===== config.mk =====
export PLATFORM = sky130hd
export DESIGN_NAME = i2c_master_three_byte_writer_top
export DESIGN_NICKNAME = d
export VERILOG_FILES = /design/src/i2cw_pkg.sv /design/src/i2cw_cfg_regs.sv /design/src/i2cw_core.sv /design/src/i2cw_out_buf.sv /design/src/i2c_master_three_byte_writer_top.sv
export SDC_FILE = /design/constraint.sdc
export NUM_CORES = 1
export LEC_CHECK = 0
export BUFFER_PORTS_ARGS = -buffer_cell sky130_fd_sc_hd__buf_2
export CORE_ASPECT_RATIO = 0.6
export CORE_MARGIN = 2
export CORE_UTILIZATION = 60
export CTS_CLUSTER_SIZE = 25
export DETAILED_ROUTE_END_ITERATION = 12
export PLACE_DENSITY = 0.79
export SLEW_MARGIN = 25
export SYNTH_ARGS = -nofsm -noshare
export SYNTH_HDL_FRONTEND = slang
export SYNTH_SLANG_ARGS = --single-unit

===== constraint.sdc =====
create_clock -name clk -period 3.4 [get_ports clk]
set_clock_uncertainty 0.2 [all_clocks]
set_input_delay 0.34 -clock clk [delete_from_list [all_inputs] [get_ports clk]]
set_output_delay 0.34 -clock clk [all_outputs]
set_load 0.01 [all_outputs]

===== src/i2cw_pkg.sv =====
`timescale 1ns / 1ps
// ----------------------------------------------------------------------------
// I2C write transaction package
// Types, register indexes, reset values and phase codes that the I2C
// three-byte writer shares between its modules.
// ----------------------------------------------------------------------------
package i2cw_pkg;

    localparam int unsigned CFG_IDX_W  = 3;
    localparam int unsigned CFG_DATA_W = 8;

    // Configuration register indexes.
    typedef enum logic [CFG_IDX_W-1:0] {
        CFG_ADDRESS_BYTE  = 3'd0,
        CFG_COMMAND_CTRL  = 3'd1,
        CFG_DATA_CTRL     = 3'd2,
        CFG_HALF_PERIOD   = 3'd3,
        CFG_SETUP_TICKS   = 3'd4
    } cfg_index_t;

    // Reset values of the configuration registers.
    localparam logic [7:0] RST_ADDRESS_BYTE = 8'h78;
    localparam logic [7:0] RST_COMMAND_CTRL = 8'h00;
    localparam logic [7:0] RST_DATA_CTRL    = 8'h40;
    localparam logic [7:0] RST_HALF_PERIOD  = 8'd5;
    localparam logic [7:0] RST_SETUP_TICKS  = 8'd1;

    // Which byte of the transaction is on the wire.
    localparam logic [1:0] BYTE_ADDRESS = 2'd0;
    localparam logic [1:0] BYTE_CONTROL = 2'd1;
    localparam logic [1:0] BYTE_PAYLOAD = 2'd2;

    // Input item kinds.
    localparam logic KIND_TICK    = 1'b0;
    localparam logic KIND_REQUEST = 1'b1;

    // Line-level phases, one-hot.
    typedef enum logic [8:0] {
        PH_IDLE        = 9'b000000001,
        PH_START_SETUP = 9'b000000010,
        PH_START_HOLD  = 9'b000000100,
        PH_BIT_LOW     = 9'b000001000,
        PH_BIT_HIGH    = 9'b000010000,
        PH_ACK_LOW     = 9'b000100000,
        PH_ACK_HIGH    = 9'b001000000,
        PH_STOP_LOW    = 9'b010000000,
        PH_STOP_HIGH   = 9'b100000000
    } phase_t;

    typedef struct packed {
        logic [7:0] address_byte;
        logic [7:0] command_control_byte;
        logic [7:0] data_control_byte;
        logic [7:0] half_period_ticks;
        logic [7:0] setup_ticks;
    } cfg_t;

    typedef struct packed {
        logic       kind;
        logic [7:0] payload;
        logic       is_data;
        logic       sda_in;
    } item_t;

    typedef struct packed {
        logic       scl_level;
        logic       sda_level;
        logic       busy;
        logic       done;
        logic       nack_seen;
        logic [1:0] nack_stage;
    } result_t;

    typedef struct packed {
        logic       nack;
        logic [1:0] stage;
    } error_t;

endpackage


===== src/i2cw_cfg_regs.sv =====
`timescale 1ns / 1ps
// ----------------------------------------------------------------------------
// I2C writer configuration registers
// Holds the five configuration registers written through the plain write
// port. Writes to indexes beyond the register list are dropped.
// ----------------------------------------------------------------------------
module i2cw_cfg_regs
(
    input  logic                             clk,
    input  logic                             rst_n,
    input  logic                             cfg_we,
    input  logic [i2cw_pkg::CFG_IDX_W-1:0]   cfg_index,
    input  logic [i2cw_pkg::CFG_DATA_W-1:0]  cfg_data,
    output i2cw_pkg::cfg_t                   cfg
);

    i2cw_pkg::cfg_t cfg_reg;
    i2cw_pkg::cfg_t cfg_next;

    always_comb
    begin
        cfg_next = cfg_reg;
        if (cfg_we)
        begin
            case (i2cw_pkg::cfg_index_t'(cfg_index))
                i2cw_pkg::CFG_ADDRESS_BYTE: cfg_next.address_byte         = cfg_data;
                i2cw_pkg::CFG_COMMAND_CTRL: cfg_next.command_control_byte = cfg_data;
                i2cw_pkg::CFG_DATA_CTRL:    cfg_next.data_control_byte    = cfg_data;
                i2cw_pkg::CFG_HALF_PERIOD:  cfg_next.half_period_ticks    = cfg_data;
                i2cw_pkg::CFG_SETUP_TICKS:  cfg_next.setup_ticks          = cfg_data;
                default:                    cfg_next = cfg_reg;
            endcase
        end
    end

    always_ff @(posedge clk or negedge rst_n)
    begin
        if (!rst_n)
        begin
            cfg_reg.address_byte         <= i2cw_pkg::RST_ADDRESS_BYTE;
            cfg_reg.command_control_byte <= i2cw_pkg::RST_COMMAND_CTRL;
            cfg_reg.data_control_byte    <= i2cw_pkg::RST_DATA_CTRL;
            cfg_reg.half_period_ticks    <= i2cw_pkg::RST_HALF_PERIOD;
            cfg_reg.setup_ticks          <= i2cw_pkg::RST_SETUP_TICKS;
        end
        else
        begin
            cfg_reg <= cfg_next;
        end
    end

    assign cfg = cfg_reg;

endmodule


===== src/i2cw_core.sv =====
`timescale 1ns / 1ps
// ----------------------------------------------------------------------------
// I2C writer line state machine
// Counts down the delay on each accepted tick, advances the start, bit,
// acknowledge and stop phases when it runs out, and forms each result.
// ----------------------------------------------------------------------------
module i2cw_core
(
    input  logic                 clk,
    input  logic                 rst_n,
    input  logic                 step,
    input  i2cw_pkg::item_t      item,
    input  i2cw_pkg::cfg_t       cfg,
    output i2cw_pkg::result_t    res
);

    i2cw_pkg::phase_t phase_reg, phase_next;
    logic [2:0]       bit_reg, bit_next;
    logic [1:0]       byte_reg, byte_next;
    logic [7:0]       shift_reg, shift_next;
    logic [7:0]       delay_reg, delay_next;
    logic [7:0]       payload_reg, payload_next;
    logic             is_data_reg, is_data_next;
    logic             scl_reg, scl_next;
    logic             sda_reg, sda_next;
    i2cw_pkg::error_t error_reg, error_next;

    logic             done;
    logic [7:0]       ctrl_byte;
    logic [7:0]       next_byte;
    logic [7:0]       shifted;
    logic [2:0]       bit_inc;

    assign ctrl_byte = is_data_reg ? cfg.data_control_byte : cfg.command_control_byte;
    assign next_byte = (byte_reg == i2cw_pkg::BYTE_ADDRESS) ? ctrl_byte : payload_reg;
    assign shifted   = {shift_reg[6:0], 1'b0};
    assign bit_inc   = bit_reg + 3'd1;

    always_comb
    begin
        phase_next   = phase_reg;
        bit_next     = bit_reg;
        byte_next    = byte_reg;
        shift_next   = shift_reg;
        delay_next   = delay_reg;
        payload_next = payload_reg;
        is_data_next = is_data_reg;
        scl_next     = scl_reg;
        sda_next     = sda_reg;
        error_next   = error_reg;
        done         = 1'b0;

        if (step)
        begin
            if (item.kind == i2cw_pkg::KIND_REQUEST)
            begin
                // A request while busy is dropped without counting as a tick.
                if (phase_reg == i2cw_pkg::PH_IDLE)
                begin
                    payload_next = item.payload;
                    is_data_next = item.is_data;
                    error_next   = '0;
                    byte_next    = i2cw_pkg::BYTE_ADDRESS;
                    bit_next     = 3'd0;
                    phase_next   = i2cw_pkg::PH_START_SETUP;
                    delay_next   = cfg.setup_ticks;
                    scl_next     = 1'b1;
                    sda_next     = 1'b1;
                end
            end
            else if (phase_reg != i2cw_pkg::PH_IDLE)
            begin
                if (delay_reg > 8'd1)
                begin
                    delay_next = delay_reg - 8'd1;
                end
                else
                begin
                    delay_next = cfg.half_period_ticks;
                    case (phase_reg)
                        i2cw_pkg::PH_START_SETUP:
                        begin
                            phase_next = i2cw_pkg::PH_START_HOLD;
                            scl_next   = 1'b1;
                            sda_next   = 1'b0;
                        end
                        i2cw_pkg::PH_START_HOLD:
                        begin
                            byte_next  = i2cw_pkg::BYTE_ADDRESS;
                            bit_next   = 3'd0;
                            shift_next = cfg.address_byte;
                            phase_next = i2cw_pkg::PH_BIT_LOW;
                            scl_next   = 1'b0;
                            sda_next   = cfg.address_byte[7];
                        end
                        i2cw_pkg::PH_BIT_LOW:
                        begin
                            phase_next = i2cw_pkg::PH_BIT_HIGH;
                            scl_next   = 1'b1;
                        end
                        i2cw_pkg::PH_BIT_HIGH:
                        begin
                            shift_next = shifted;
                            bit_next   = bit_inc;
                            scl_next   = 1'b0;
                            if (bit_inc == 3'd0)
                            begin
                                phase_next = i2cw_pkg::PH_ACK_LOW;
                                sda_next   = 1'b1;
                            end
                            else
                            begin
                                phase_next = i2cw_pkg::PH_BIT_LOW;
                                sda_next   = shifted[7];
                            end
                        end
                        i2cw_pkg::PH_ACK_LOW:
                        begin
                            phase_next = i2cw_pkg::PH_ACK_HIGH;
                            scl_next   = 1'b1;
                            sda_next   = 1'b1;
                        end
                        i2cw_pkg::PH_ACK_HIGH:
                        begin
                            if (item.sda_in)
                            begin
                                // No acknowledge: remember the byte and stop.
                                error_next.nack  = 1'b1;
                                error_next.stage = byte_reg;
                                phase_next       = i2cw_pkg::PH_STOP_LOW;
                                scl_next         = 1'b0;
                                sda_next         = 1'b0;
                            end
                            else if (byte_reg >= i2cw_pkg::BYTE_PAYLOAD)
                            begin
                                phase_next = i2cw_pkg::PH_STOP_LOW;
                                scl_next   = 1'b0;
                                sda_next   = 1'b0;
                            end
                            else
                            begin
                                byte_next  = byte_reg + 2'd1;
                                bit_next   = 3'd0;
                                shift_next = next_byte;
                                phase_next = i2cw_pkg::PH_BIT_LOW;
                                scl_next   = 1'b0;
                                sda_next   = next_byte[7];
                            end
                        end
                        i2cw_pkg::PH_STOP_LOW:
                        begin
                            phase_next = i2cw_pkg::PH_STOP_HIGH;
                            scl_next   = 1'b1;
                            sda_next   = 1'b0;
                        end
                        i2cw_pkg::PH_STOP_HIGH:
                        begin
                            phase_next = i2cw_pkg::PH_IDLE;
                            delay_next = 8'd0;
                            scl_next   = 1'b1;
                            sda_next   = 1'b1;
                            done       = 1'b1;
                        end
                        default:
                        begin
                            phase_next = i2cw_pkg::PH_IDLE;
                            delay_next = 8'd0;
                            scl_next   = 1'b1;
                            sda_next   = 1'b1;
                        end
                    endcase
                end
            end
        end
    end

    always_ff @(posedge clk or negedge rst_n)
    begin
        if (!rst_n)
        begin
            phase_reg   <= i2cw_pkg::PH_IDLE;
            bit_reg     <= '0;
            byte_reg    <= '0;
            shift_reg   <= '0;
            delay_reg   <= '0;
            payload_reg <= '0;
            is_data_reg <= 1'b0;
            scl_reg     <= 1'b1;
            sda_reg     <= 1'b1;
            error_reg   <= '0;
        end
        else
        begin
            phase_reg   <= phase_next;
            bit_reg     <= bit_next;
            byte_reg    <= byte_next;
            shift_reg   <= shift_next;
            delay_reg   <= delay_next;
            payload_reg <= payload_next;
            is_data_reg <= is_data_next;
            scl_reg     <= scl_next;
            sda_reg     <= sda_next;
            error_reg   <= error_next;
        end
    end

    always_comb
    begin
        res.scl_level  = scl_next;
        res.sda_level  = sda_next;
        res.busy       = (phase_next != i2cw_pkg::PH_IDLE);
        res.done       = done;
        res.nack_seen  = done & error_next.nack;
        res.nack_stage = (done & error_next.nack) ? error_next.stage : 2'd0;
    end

endmodule


===== src/i2cw_out_buf.sv =====
`timescale 1ns / 1ps
// ----------------------------------------------------------------------------
// I2C writer result buffer
// Two-entry queue that holds finished results so that the input side keeps
// moving, until both entries are full, while the output side is stalled.
// ----------------------------------------------------------------------------
module i2cw_out_buf
(
    input  logic                 clk,
    input  logic                 rst_n,
    input  logic                 push,
    input  i2cw_pkg::result_t    push_data,
    output logic                 full,
    output logic                 out_valid,
    input  logic                 out_stall,
    output i2cw_pkg::result_t    out_data
);

    i2cw_pkg::result_t entry_reg [2];
    logic              wr_ptr_reg, wr_ptr_next;
    logic              rd_ptr_reg, rd_ptr_next;
    logic [1:0]        count_reg, count_next;
    logic              pop;

    assign full      = (count_reg == 2'd2);
    assign out_valid = (count_reg != 2'd0);
    assign pop       = out_valid & ~out_stall;
    assign out_data  = entry_reg[rd_ptr_reg];

    always_comb
    begin
        wr_ptr_next = push ? ~wr_ptr_reg : wr_ptr_reg;
        rd_ptr_next = pop  ? ~rd_ptr_reg : rd_ptr_reg;
        count_next  = count_reg + {1'b0, push} - {1'b0, pop};
    end

    always_ff @(posedge clk)
    begin
        if (push)
        begin
            entry_reg[wr_ptr_reg] <= push_data;
        end
    end

    always_ff @(posedge clk or negedge rst_n)
    begin
        if (!rst_n)
        begin
            wr_ptr_reg <= 1'b0;
            rd_ptr_reg <= 1'b0;
            count_reg  <= 2'd0;
        end
        else
        begin
            wr_ptr_reg <= wr_ptr_next;
            rd_ptr_reg <= rd_ptr_next;
            count_reg  <= count_next;
        end
    end

endmodule


===== src/i2c_master_three_byte_writer_top.sv =====
`timescale 1ns / 1ps
// ----------------------------------------------------------------------------
// I2C master three-byte writer
// Bit-level I2C master that sends address, control and payload bytes as one
// write transaction, stepped by time ticks, with a stop and error on NACK.
// ----------------------------------------------------------------------------
// Results: each result is registered in the result queue before it is
//   offered; every input transaction yields exactly one result.
// Throughput: one input transaction per cycle while the result queue has
//   room, set by the phase update in the line state machine; a two-entry
//   result queue lets input go on while one result waits at the output.
// Reset: rst_n clears the machine to idle with both lines released, empties
//   the result queue and loads the configuration reset values.
// ----------------------------------------------------------------------------
module i2c_master_three_byte_writer_top
(
    input  logic                             clk,
    input  logic                             rst_n,

    // Configuration write port.
    input  logic                             cfg_we,
    input  logic [i2cw_pkg::CFG_IDX_W-1:0]   cfg_index,
    input  logic [i2cw_pkg::CFG_DATA_W-1:0]  cfg_data,

    // Input channel: a time tick or a transaction request.
    input  logic                             in_valid,
    output logic                             in_stall,
    input  logic                             kind,
    input  logic [7:0]                       payload,
    input  logic                             is_data,
    input  logic                             sda_in,

    // Output channel: line levels and status after each input transaction.
    output logic                             out_valid,
    input  logic                             out_stall,
    output logic                             scl_level,
    output logic                             sda_level,
    output logic                             busy_res,
    output logic                             done_res,
    output logic                             nack_seen,
    output logic [1:0]                       nack_stage
);

    i2cw_pkg::cfg_t    cfg;
    i2cw_pkg::item_t   item;
    i2cw_pkg::result_t core_res;
    i2cw_pkg::result_t out_res;
    logic              buf_full;
    logic              accept;

    // An input transaction is taken whenever the result queue has room, so
    // the state machine steps once per accepted transaction.
    assign in_stall = buf_full;
    assign accept   = in_valid & ~buf_full;

    assign item.kind    = kind;
    assign item.payload = payload;
    assign item.is_data = is_data;
    assign item.sda_in  = sda_in;

    i2cw_cfg_regs u_cfg
    (
        .clk       (clk),
        .rst_n     (rst_n),
        .cfg_we    (cfg_we),
        .cfg_index (cfg_index),
        .cfg_data  (cfg_data),
        .cfg       (cfg)
    );

    // The core computes the next line state and the result in one pass.
    i2cw_core u_core
    (
        .clk   (clk),
        .rst_n (rst_n),
        .step  (accept),
        .item  (item),
        .cfg   (cfg),
        .res   (core_res)
    );

    // The result queue registers each result and decouples the two sides.
    i2cw_out_buf u_out_buf
    (
        .clk       (clk),
        .rst_n     (rst_n),
        .push      (accept),
        .push_data (core_res),
        .full      (buf_full),
        .out_valid (out_valid),
        .out_stall (out_stall),
        .out_data  (out_res)
    );

    assign scl_level  = out_res.scl_level;
    assign sda_level  = out_res.sda_level;
    assign busy_res   = out_res.busy;
    assign done_res   = out_res.done;
    assign nack_seen  = out_res.nack_seen;
    assign nack_stage = out_res.nack_stage;

    // A completed transaction always leaves the machine idle.
    assert property (@(posedge clk) disable iff (!rst_n)
        (out_valid && done_res) |-> !busy_res)
        else $error("done reported while still busy");

    // A NACK is only reported together with done.
    assert property (@(posedge clk) disable iff (!rst_n)
        (out_valid && nack_seen) |-> done_res)
        else $error("nack reported without done");

    // When idle, both lines are released.
    assert property (@(posedge clk) disable iff (!rst_n)
        (out_valid && !busy_res) |-> (scl_level && sda_level))
        else $error("line held low while idle");

    // The failed-byte code never names a fourth byte.
    assert property (@(posedge clk) disable iff (!rst_n)
        out_valid |-> (nack_stage != 2'd3))
        else $error("invalid nack stage");

endmodule

## Word-level counts from Yosys, hierarchy flattened

Memories as Yosys holds them, arrays and structs flattened.
Index checks and enable logic that the tools add are counted.

- Register bits: 87
- Bits in writable memories: 14
- Memories kept: 1

Memory list:

| memory | depth | bits a word | read ports | clocked after Yosys merged registers in | write ports | line | text |
|---|---|---|---|---|---|---|---|
| u_out_buf.entry_reg | 2 | 7 | 1 | 0 | 1 | i2cw_out_buf.sv:19 | `i2cw_pkg::result_t entry_reg [2];` |

- $add $sub $neg: 5
- Magnitude comparators: 2
- Equality and inequality tests: 22
- Muxes and demuxes: 63
- Bitwise gates (word level): 9
- Reductions and logical operators: 21

Operator list:

| kind | count |
|---|---|
| 8-bit two-way mux | 8 |
| 9-bit one-hot mux with 7 select lines | 1 |
| 9-bit two-way mux | 6 |
| 3-bit two-way mux | 13 |
| 1-bit two-way mux | 21 |
| 7-bit one-hot mux with 3 select lines | 1 |
| 7-bit AND reduction | 3 |
| 9-bit by 1-bit != test with 1-bit output (second input constant) | 2 |
| 2-bit two-way mux | 7 |
| 7-bit two-way mux | 2 |
| 2-bit AND reduction | 5 |
| 9-bit by 1-bit == test with 1-bit output (second input constant) | 1 |
| 9-bit by 2-bit == test with 1-bit output (second input constant) | 1 |
| 9-bit by 3-bit == test with 1-bit output (second input constant) | 1 |
| 9-bit by 4-bit == test with 1-bit output (second input constant) | 1 |
| 9-bit by 5-bit == test with 1-bit output (second input constant) | 1 |
| 9-bit by 6-bit == test with 1-bit output (second input constant) | 1 |
| 9-bit by 7-bit == test with 1-bit output (second input constant) | 1 |
| 9-bit by 8-bit == test with 1-bit output (second input constant) | 1 |
| 9-bit == test (second input constant) | 1 |
| 3-bit one-hot mux with 3 select lines | 1 |
| 8-bit by 1-bit greater-than comparator with 1-bit output (second input constant) | 1 |
| 8-bit by 1-bit subtractor with 8-bit output (second input constant) | 1 |
| 7-bit OR reduction | 1 |
| 25 further kinds | 40 |

## Depth between registers and ports, before layout

Gate-level depths: netlist (run 1).

- Depth in word-level cells: 9
- Depth in mapped cells: 10

## Cells and area by module

A second synthesis (run 1) with hierarchy kept.

- Cells, all modules: 481
- Area, all modules: 5212.5 um2

Modules (own cells, without submodules):

| module | times used | cells an instance | area an instance (um2) | sequential area each (um2) |
|---|---|---|---|---|
| i2cw_core | 1 | 352 | 2919.0 | 1079.8 |
| i2cw_cfg_regs | 1 | 88 | 1539.0 | 1011.0 |
| i2cw_out_buf | 1 | 40 | 740.7 | 520.5 |
| i2c_master_three_byte_writer_top | 1 | 1 | 13.8 | 0.0 |

## Least setup slack after synthesis (run 1)

OpenSTA, ideal clock, no wires.

- Path type: reg2reg
- Start point: register u_core.delay_reg[4]
- End point: memory u_out_buf.entry_reg[0][4] in the netlist's numbering (data pin)
- Library setup time: 0.278 ns
- Data arrival time: 2.227 ns
- Slack: 0.696 ns
- Stages on the path, launching flop included: 7
- Period minus slack after synthesis: 2.704 ns
- Cells stage by stage: dfrtp_1 > nor3_1 > and3_2 > nand2_2 > nor2_1 > mux2_4 > or4b_1

RTL lines:

| item | line | text |
|---|---|---|
| start, declared | i2cw_core.sv:21 | `logic [7:0] delay_reg, delay_next;` |
| start signal, assigned | i2cw_core.sv:198 | `delay_reg <= delay_next;` |
| end, declared | i2cw_out_buf.sv:19 |  |

==> results of run 1 <==
-- repair_timing --
| item | CTS | global route |
|---|---|---|
| hold buffers | 9 | 1 |
| endpoints found under the hold margin | 9 | 76 |
| buffers inserted | 0 | 0 |
-- final timing paths --
kind | startpoint | endpoint | slack [ps] | cells past startpoint
max | u_core.delay_reg[1] | u_out_buf.entry_reg[0][4] | 200 | 8
min in group asynchronous | rst_n | u_core.delay_reg[5] | 420 | 2
max in group asynchronous | rst_n | u_core.error_reg[1] | 2050 | 2
min | cfg_data[0] | u_cfg.cfg[8] | 90 | 2
max reg2reg | u_core.delay_reg[1] | u_out_buf.entry_reg[0][4] | 200 | 8
min reg2reg | u_core.shift_reg[6] | u_core.shift_reg[6] | 280 | 2
-- logic make-up after synthesis --
group	Yosys count	share of synthesized area (%)
buffers and inverters	38	3.16
adder cells (fa/ha/maj)	8	1.96
flip-flops	101	51.1
multiplexers	59	12.9
AO/OA/AOI/OAI	101	12.2
XOR/XNOR	8	1.37
AND/OR/NAND/NOR	174	17.3
-- final cells by class --
type | count | area, µm² | area share [%]
clock buffer | 11 | 254 | 4.36
clock inverter | 5 | 41.3 | 0.709
inverter | 15 | 56.3 | 0.967
multi-input combinational | 350 | 2350 | 40.3
sequential | 101 | 2610 | 44.8
tap | 112 | 140 | 2.41
timing repair buffer | 57 | 372 | 6.38
-- where the power goes --
| group | total [µW] | internal, µW | switching [µW] |
|---|---|---|---|
| Combinational | 1190 | 545 | 646 |
| Sequential | 1810 | 1560 | 245 |
| Clock | 1010 | 551 | 461 |
| Total | 4010 | 2660 | 1350 |
-- routing by layer --
metal | up-vias | part of all wire (%) | GRT usage, %
met4 | 0 | 1.3 | 8.59
li1 | 1855 | - | -
met2 | 164 | 44 | 41.3
met1 | 1957 | 47 | 41.4
met3 | 20 | 8.5 | 8.98
met5 | - | 0 | 0
-- worst max-delay path, delay by kind of cell (launching register included) --
kind | cells | cell delay (ps)
adder cells (fa/ha/maj) | 1 | 260
multiplexers | 1 | 340
flip-flops | 1 | 420
buffers and inverters | 1 | 110
AND/OR/NAND/NOR | 5 | 1600
-- metrics by stage --
step | util [%] | setup slack, ps
floorplan | - | 696
global placement | 64.5 | 478
detailed placement | 64.5 | 320
CTS | 69.1 | 285
global route | 69.4 | 132
finish | 69.4 | 203
-- layout by cell type (no fill, tap or decap), drive strengths merged, types with 3 or more instances in the layout --
master,count
o21ai,51
clkbuf,11
mux2i,9
buf,47
a31oi,9
nand3b,4
o31ai,3
dlygate4sd3,10
nor2,25
nand4,4
a21oi,15
and3,4
inv,17
nor2b,5
edfxtp,14
nand3,13
nor3b,3
dfstp,11
ha,8
nor4,9
or2,4
nand2b,6
nor4b,3
xnor2,6
nor3,13
nand2,72
dfrtp,76
mux2,50
==> run_results.csv, run 1 <==
group,metric,value,unit
synth,syn_nets,524,
global_routing,grt_usage,28.5,%
sta,slew_headroom,43.7,%
power,p_total,4010,µW
placed_design,place_area,5410,µm²
sta,finalCritPeriodShare,94.0,%
sta,setup_viol,0,
clock_network,clk_latency,340,ps
clock_network,clk_path_buf_depth,2,
layout,largest_register_ffs,40,
floorplan,num_rows,26,
layout,syn_to_final_growth,14.0,%
drt,vias_per_cell,6.14,
global_routing,grt_max_degree,88,
synth,synth.most_common_cell,"dfrtp_1",
sta,rsz0062_at_grt,"false",
drt,via_count,3996,
placed_design,port_buffers,35,
clock_network,htree_levels,3,
min_path,min_path_type,"input port to register",
floorplan,die_w,123,µm
placed_design,dp_hpwl,8720,µm
drt,drt_iter0_markers,397,
layout,num_antenna_cells,0,
layout,fillers,625,
synth,synth.avg_cell_area,10.4,µm²
layout,instances_no_fill,651,
placed_design,gp_congestion,0.951,
global_routing,grt_antenna_before_repair,0,
sta,maxSlewViolCount,0,
layout,nets,569,
status,status,"finished, final reports clean",
clock_network,cts_resized,0,
sta,finalCriticalPeriod,3200,ps
placed_design,place_inst,625,
worst_setup_path,max_stage_delay,550,ps
worst_setup_path,crit_chain,"inv_1 > ha_1 > or2_1 > and3_2 > nand2_2 > nor2_1 > mux2_4 > or4b_1",
power,p_leak,0.00248,µW
clock_network,clk_pin_slew,70,ps
drt,wl_per_cell,18.9,µm
global_routing,grt_first_pass_wirelength,19600,µm
clock_network,cts_inserted_buffers,9,
floorplan,die_y,75.5,µm
sta,max_freq,313,MHz
worst_setup_path,crit_arrival,3070,ps
sta,tns,0,ps
synth,yosysWarnings,0,
layout,fin_area,5820,µm²
synth,syn_area,5110,µm²
sta,holdWs,88.0,ps
global_routing,grt_pass1_vias,3726,
clock_network,cts_sinks,101,
synth,synthTopCellsByArea,"dfrtp_1, mux2_2, edfxtp_1",
global_routing,grt_remaining_overflow,0,
drt,wirelength,12300,µm
synth,synth_ff_type,"dfrtp_1",
worst_setup_path,cp-start-kind,"register",
synth,yosys_register_bits,101,
sta,hold_violations,0,
clock_network,cts_tree,"yes",
power,peakVddDrop,397,µV
floorplan,dieArea,9290,µm²
synth,seq_area_frac_synth,51.1,%
floorplan,start_util,60.9,%
floorplan,core,8390,µm²
synth,ys_types,65,
worst_setup_path,crit_required,3270,ps
worst_setup_path,crit_slowest_cell,"or4b_1",
synth,netlist.area_leader.share,37.2,%
power,pwr_density_cell,688,nW/µm²
synth,synth_top_area_cell,"dfrtp_1",
drt,ant_nets,0,
worst_setup_path,critical_path_class,"register to register",
drt,drt_pre_antenna_iters,5,
clock_network,root_buffer,"clkbuf_16",
synth,async_reset_ff_share,86.1,%
worst_setup_path,worstSetupEndpointType,"register",
synth,synth-edff-count,14,
floorplan,ioPinCount,36,
layout,drive_gt1_share,25.6,%
synth,syn_inst,489,
run,max-cap-violations,0,
worst_setup_path,crit_path_max_fanout,11,
drt,drc,0,
sta,tightest_slew,837,ps
synth,ys_top_cells_by_count,"dfrtp_1, nand2_1, mux2_2, o21ai_0, nor2_1",
Note: power is estimated with default switching activity, not from simulation.
==> inputs of run 2 (changes only) <==
- CORE_UTILIZATION: 60 -> 35
- PLACE_DENSITY: 0.79 -> default
==> run_results.csv, run 2 (synthesized netlist as in run 1, its figures left out) <==
group,metric,value,unit
drt,wl_per_cell,17.4,µm
drt,via_count,3912,
worst_setup_path,crit_required,3290,ps
worst_setup_path,r2r-start,"u_core.delay_reg[0]",
clock_network,cts_sinks,101,
worst_setup_path,critical_path_class,"register to register",
sta,setup_viol,0,
global_routing,grt_antenna_before_repair,0,
clock_network,htree_levels,3,
drt,vias_per_cell,5.30,
sta,rsz0062_at_grt,"false",
clock_network,clk_path_buf_depth,2,
worst_setup_path,worstSetupEndpointType,"register",
sta,tightest_slew,872,ps
global_routing,grt_pass1_vias,3812,
drt,drc,0,
floorplan,die_w,160,µm
layout,layout_commonest_cell,"dfrtp_1",
layout,num_antenna_cells,0,
placed_design,port_buffers,35,
drt,drt_pre_antenna_iters,5,
global_routing,grt_remaining_overflow,0,
clock_network,cts_tree,"yes",
min_path,min_from,"payload[7]",
worst_setup_path,reg2reg_to,"u_out_buf.entry_reg[0][4]",
drt,drt_iter0_markers,319,
run,max-cap-violations,0,
layout,drive_gt1_share,26.3,%
placed_design,dp_hpwl,9520,µm
sta,slew_headroom,41.4,%
clock_network,clk_pin_slew,80,ps
layout,syn_to_final_growth,16.1,%
global_routing,grt_max_degree,45,
min_path,hold_depth,3,
worst_setup_path,crit_arrival,2980,ps
power,p_leak,0.00249,µW
floorplan,dieArea,15600,µm²
worst_setup_path,cp-start-kind,"register",
clock_network,clk_latency,350,ps
drt,wirelength,12800,µm
clock_network,cts_inserted_buffers,9,
layout,largest_register_ffs,40,
worst_setup_path,crit_path_max_fanout,11,
worst_setup_path,rrSetupSlack,310,ps
power,peakVddDrop,303,µV
floorplan,start_util,35.5,%
floorplan,ioPinCount,36,
layout,fillers,1456,
sta,hold_violations,0,
global_routing,grt_usage,17.1,%
min_path,hold_end,"u_core.payload_reg[7]",
floorplan,die_y,97.6,µm
sta,max_freq,323,MHz
min_path,min_path_type,"input port to register",
drt,ant_nets,0,
sta,maxSlewViolCount,0,
sta,finalCritPeriodShare,91.0,%
layout,layout_common_cells,"dfrtp_1, nand2_1, o21ai_0, mux2_2, buf_2",
placed_design,place_inst,714,
floorplan,num_rows,34,
sta,finalCriticalPeriod,3090,ps
global_routing,grt_first_pass_wirelength,20800,µm
placed_design,gp_congestion,0.938,
floorplan,core,14400,µm²
power,pwr_density_cell,678,nW/µm²
sta,tns,0,ps
status,status,"finished, final reports clean",
layout,nets,570,
layout,instances_no_fill,738,
worst_setup_path,r2r_cells,8,
clock_network,root_buffer,"clkbuf_16",
run 2: cell types whose count changed in the layout (fill, tap and decap cells not counted):
cell / change
clkinv_2: -1
clkbuf_16: -1
buf_6: -1
dlygate4sd3_1: -2
nor4b_4: -1
inv_8: +3
clkinvlp_4: -1
buf_4: +4
nor4b_2: +1
clkbuf_1: -1
clkinv_8: +1
run 2: layout make-up:
type	instances	area [µm²]	share of cell area, %
multi-input cells	350	2340	39.5
repair buffers	58	370	6.24
clock buffers	9	225	3.80
flip-flops and latches	101	2610	44.0
clock inverters	7	78.8	1.33
inverters	15	56.3	0.949
well taps	198	248	4.18
run 2: worst max-delay path by stage:
| stage | startpoint | to | slack (ps) | cells after the start |
|---|---|---|---|---|
| 6_report | u_core.delay_reg[0] | u_out_buf.entry_reg[0][4] | 310 | 8 |
| 3_3_place_gp | u_core.delay_reg[0] | u_out_buf.entry_reg[0][4] | 450 | 8 |
| 3_5_place_dp | u_core.delay_reg[0] | u_out_buf.entry_reg[1][4] | 350 | 8 |
| 4_1_cts | u_core.delay_reg[0] | u_out_buf.entry_reg[0][4] | 340 | 8 |
| 5_1_grt | u_core.delay_reg[0] | u_out_buf.entry_reg[0][4] | 110 | 8 |
| 2_1_floorplan | u_core.delay_reg[4] | u_out_buf.entry_reg[0][4] | 700 | 6 |
run 2: power breakdown:
part | internal [µW] | switching (µW) | total, µW
clock network | 529 | 511 | 1040
registers | 1560 | 243 | 1800
logic | 544 | 636 | 1180
total | 2630 | 1390 | 4020
run 2: what timing repair did:
action	4_1_cts	5_1_grt
hold endpoints to repair	45	0
gates resized for setup	0	0
hold buffers	8	0
setup buffers	0	0
run 2: routing by layer:
metal	up-vias	track usage [%]	routed length, µm
met5	-	0	0
li1	1857	-	-
met3	9	4.05	944
met1	1915	26.5	6580
met4	0	3.74	78
met2	131	23.8	5230
run 2: worst max-delay path: stages, from the launching register on:
cell and delay, ps:
dfrtp_1 440, inv_1 80, ha_1 260, or2_1 220, and3_2 360, nand2_2 160
nor2_1 230, mux2_4 330, or4b_1 540
run 2: stage by stage:
stage / instance area, µm² / utilization, % / hold slack (ps) / setup WS (ps) / power, µW
after floorplan: 5110 / - / -156 / 696 / 2600
after global placement: 5540 / 38.5 / 162 / 451 / 2970
after detailed placement: 5540 / 38.5 / 175 / 355 / 2990
after CTS: 5920 / 41.2 / 1.29 / 338 / 4050
after global routing: 5930 / 41.2 / 28.2 / 106 / 4290
final: 5930 / 41.2 / 4.97 / 307 / 4020
==> inputs of run 3 (changes only) <==
- RECOVER_POWER: default -> 100
==> run_results.csv, run 3 (synthesized netlist as in run 1, its figures left out) <==
group,metric,value,unit
clock_network,htree_levels,3,
drt,via_count,3921,
layout,largest_register_ffs,40,
sta,maxSlewViolCount,0,
floorplan,num_rows,34,
sta,max_freq,317,MHz
power,peakVddDrop,303,µV
layout,instances_no_fill,738,
sta,tns,0,ps
sta,tightest_slew,1140,ps
floorplan,die_y,97.6,µm
layout,syn_to_final_growth,14.6,%
global_routing,grt_remaining_overflow,0,
clock_network,cts_tree,"yes",
power,p_leak,0.00242,µW
layout,layout_commonest_cell,"dfrtp_1",
worst_setup_path,critical_path_class,"register to register",
layout,fillers,1473,
worst_setup_path,crit_required,3300,ps
layout,multi_input_area,2320,µm²
drt,drt_iter0_markers,319,
layout,drive_gt1_share,21.9,%
placed_design,port_buffers,35,
worst_setup_path,worstSetupEndpointType,"register",
drt,drt_pre_antenna_iters,5,
worst_setup_path,crit_path_max_fanout,12,
layout,seq_area,2610,µm²
floorplan,core,14400,µm²
status,status,"finished, final reports clean",
min_path,min_path_type,"input port to register",
drt,vias_per_cell,5.31,
floorplan,die_w,160,µm
sta,finalCritPeriodShare,92.9,%
sta,rsz0062_at_grt,"false",
worst_setup_path,max_stage_delay,590,ps
drt,wirelength,12800,µm
sta,slew_headroom,23.6,%
run,max-cap-violations,0,
layout,nets,570,
floorplan,start_util,35.5,%
placed_design,gp_congestion,0.938,
floorplan,dieArea,15600,µm²
clock_network,cts_inserted_buffers,9,
global_routing,grt_usage,17.1,%
placed_design,place_inst,714,
clock_network,clk_path_buf_depth,2,
clock_network,clk_pin_slew,80,ps
global_routing,grt_max_degree,45,
sta,hold_violations,0,
worst_setup_path,crit_chain,"or4_1 > nor3_1 > nand3_1 > clkbuf_1 > nand3_1 > o21ai_0 > nor2b_1",
clock_network,cts_sinks,101,
floorplan,ioPinCount,36,
drt,ant_nets,0,
layout,num_antenna_cells,0,
worst_setup_path,cp-start-kind,"register",
clock_network,root_buffer,"clkbuf_16",
placed_design,dp_hpwl,9520,µm
global_routing,grt_first_pass_wirelength,20800,µm
worst_setup_path,critPathMostFrequentCell,"nand3_1",
drt,wl_per_cell,17.3,µm
layout,layout_common_cells,"dfrtp_1, nand2_1, o21ai_0, mux2_2",
sta,setup_viol,0,
clock_network,clk_latency,350,ps
global_routing,grt_pass1_vias,3812,
drt,drc,0,
global_routing,grt_antenna_before_repair,0,
sta,finalCriticalPeriod,3160,ps
power,pwr_density_cell,684,nW/µm²
worst_setup_path,crit_slowest_cell,"or4_1",
worst_setup_path,crit_arrival,3060,ps
[run 3: changes by cell type in the layout (fill, tap and decap cells not counted), sizes merged]
cell / before / now
buf: 50 / 29
clkbuf: 9 / 30
[run 3: what timing repair did]
item | 4_1_cts | 5_1_grt
hold endpoints to repair | 45 | 0
setup buffers | 0 | 0
endpoints found under the setup margin | 0 | 0
hold buffers | 8 | 0
resized for setup | 0 | 0
[run 3: path summary, 6_finish.rpt]
path                            cells past startpoint  slack [ps]             startpoint                   endpoint
worst max-delay path                                7         240    u_core.phase_reg[6]  u_out_buf.entry_reg[0][0]
worst min-delay path                                3           5             payload[7]      u_core.payload_reg[7]
worst max register to register                      7         240    u_core.phase_reg[6]  u_out_buf.entry_reg[0][0]
worst min register to register                      2         280  u_core.payload_reg[5]      u_core.payload_reg[5]
max in group asynchronous                           3         880                  rst_n        u_core.shift_reg[4]
min in group asynchronous                           2         540                  rst_n        u_core.delay_reg[3]
[run 3: area by class of cell]
cell class	instances	area share, %
clock inverter	7	1.35
clock buffer	9	3.85
inverter	15	0.962
multi-input combinational	350	39.6
tap	198	4.23
timing repair buffer	58	5.45
sequential	101	44.6
[run 3: power breakdown]
| part | switching, µW | internal (µW) | total, µW |
|---|---|---|---|
| clock network | 513 | 530 | 1040 |
| logic | 637 | 522 | 1160 |
| registers | 242 | 1560 | 1800 |
[run 3: critical path, delay by kind of cell (launching register included)]
kind	cells	cell delay (ps)
AO/OA/AOI/OAI	1	130
buffers and inverters	1	350
flip-flops	1	500
AND/OR/NAND/NOR	5	1720
[run 3: per-stage QoR]
stage	cell area [µm²]	utilization [%]	worst slack (ps)	total power (µW)	hold WS [ps]
2_1_floorplan	5110	-	696	2600	-156
3_3_place_gp	5540	38.5	451	2970	162
3_5_place_dp	5540	38.5	355	2990	175
4_1_cts	5920	41.2	338	4050	1.29
5_1_grt	5850	40.7	65.9	4270	28.2
6_report	5850	40.7	243	4000	4.97
[run 3: metal layers]
layer,track usage (%),share of wire (%),vias to the layer above
met5,0,0,-
met2,23.8,41,124
li1,-,-,1859
met3,4.05,6.8,15
met4,3.74,1.0,0
met1,26.5,52,1923
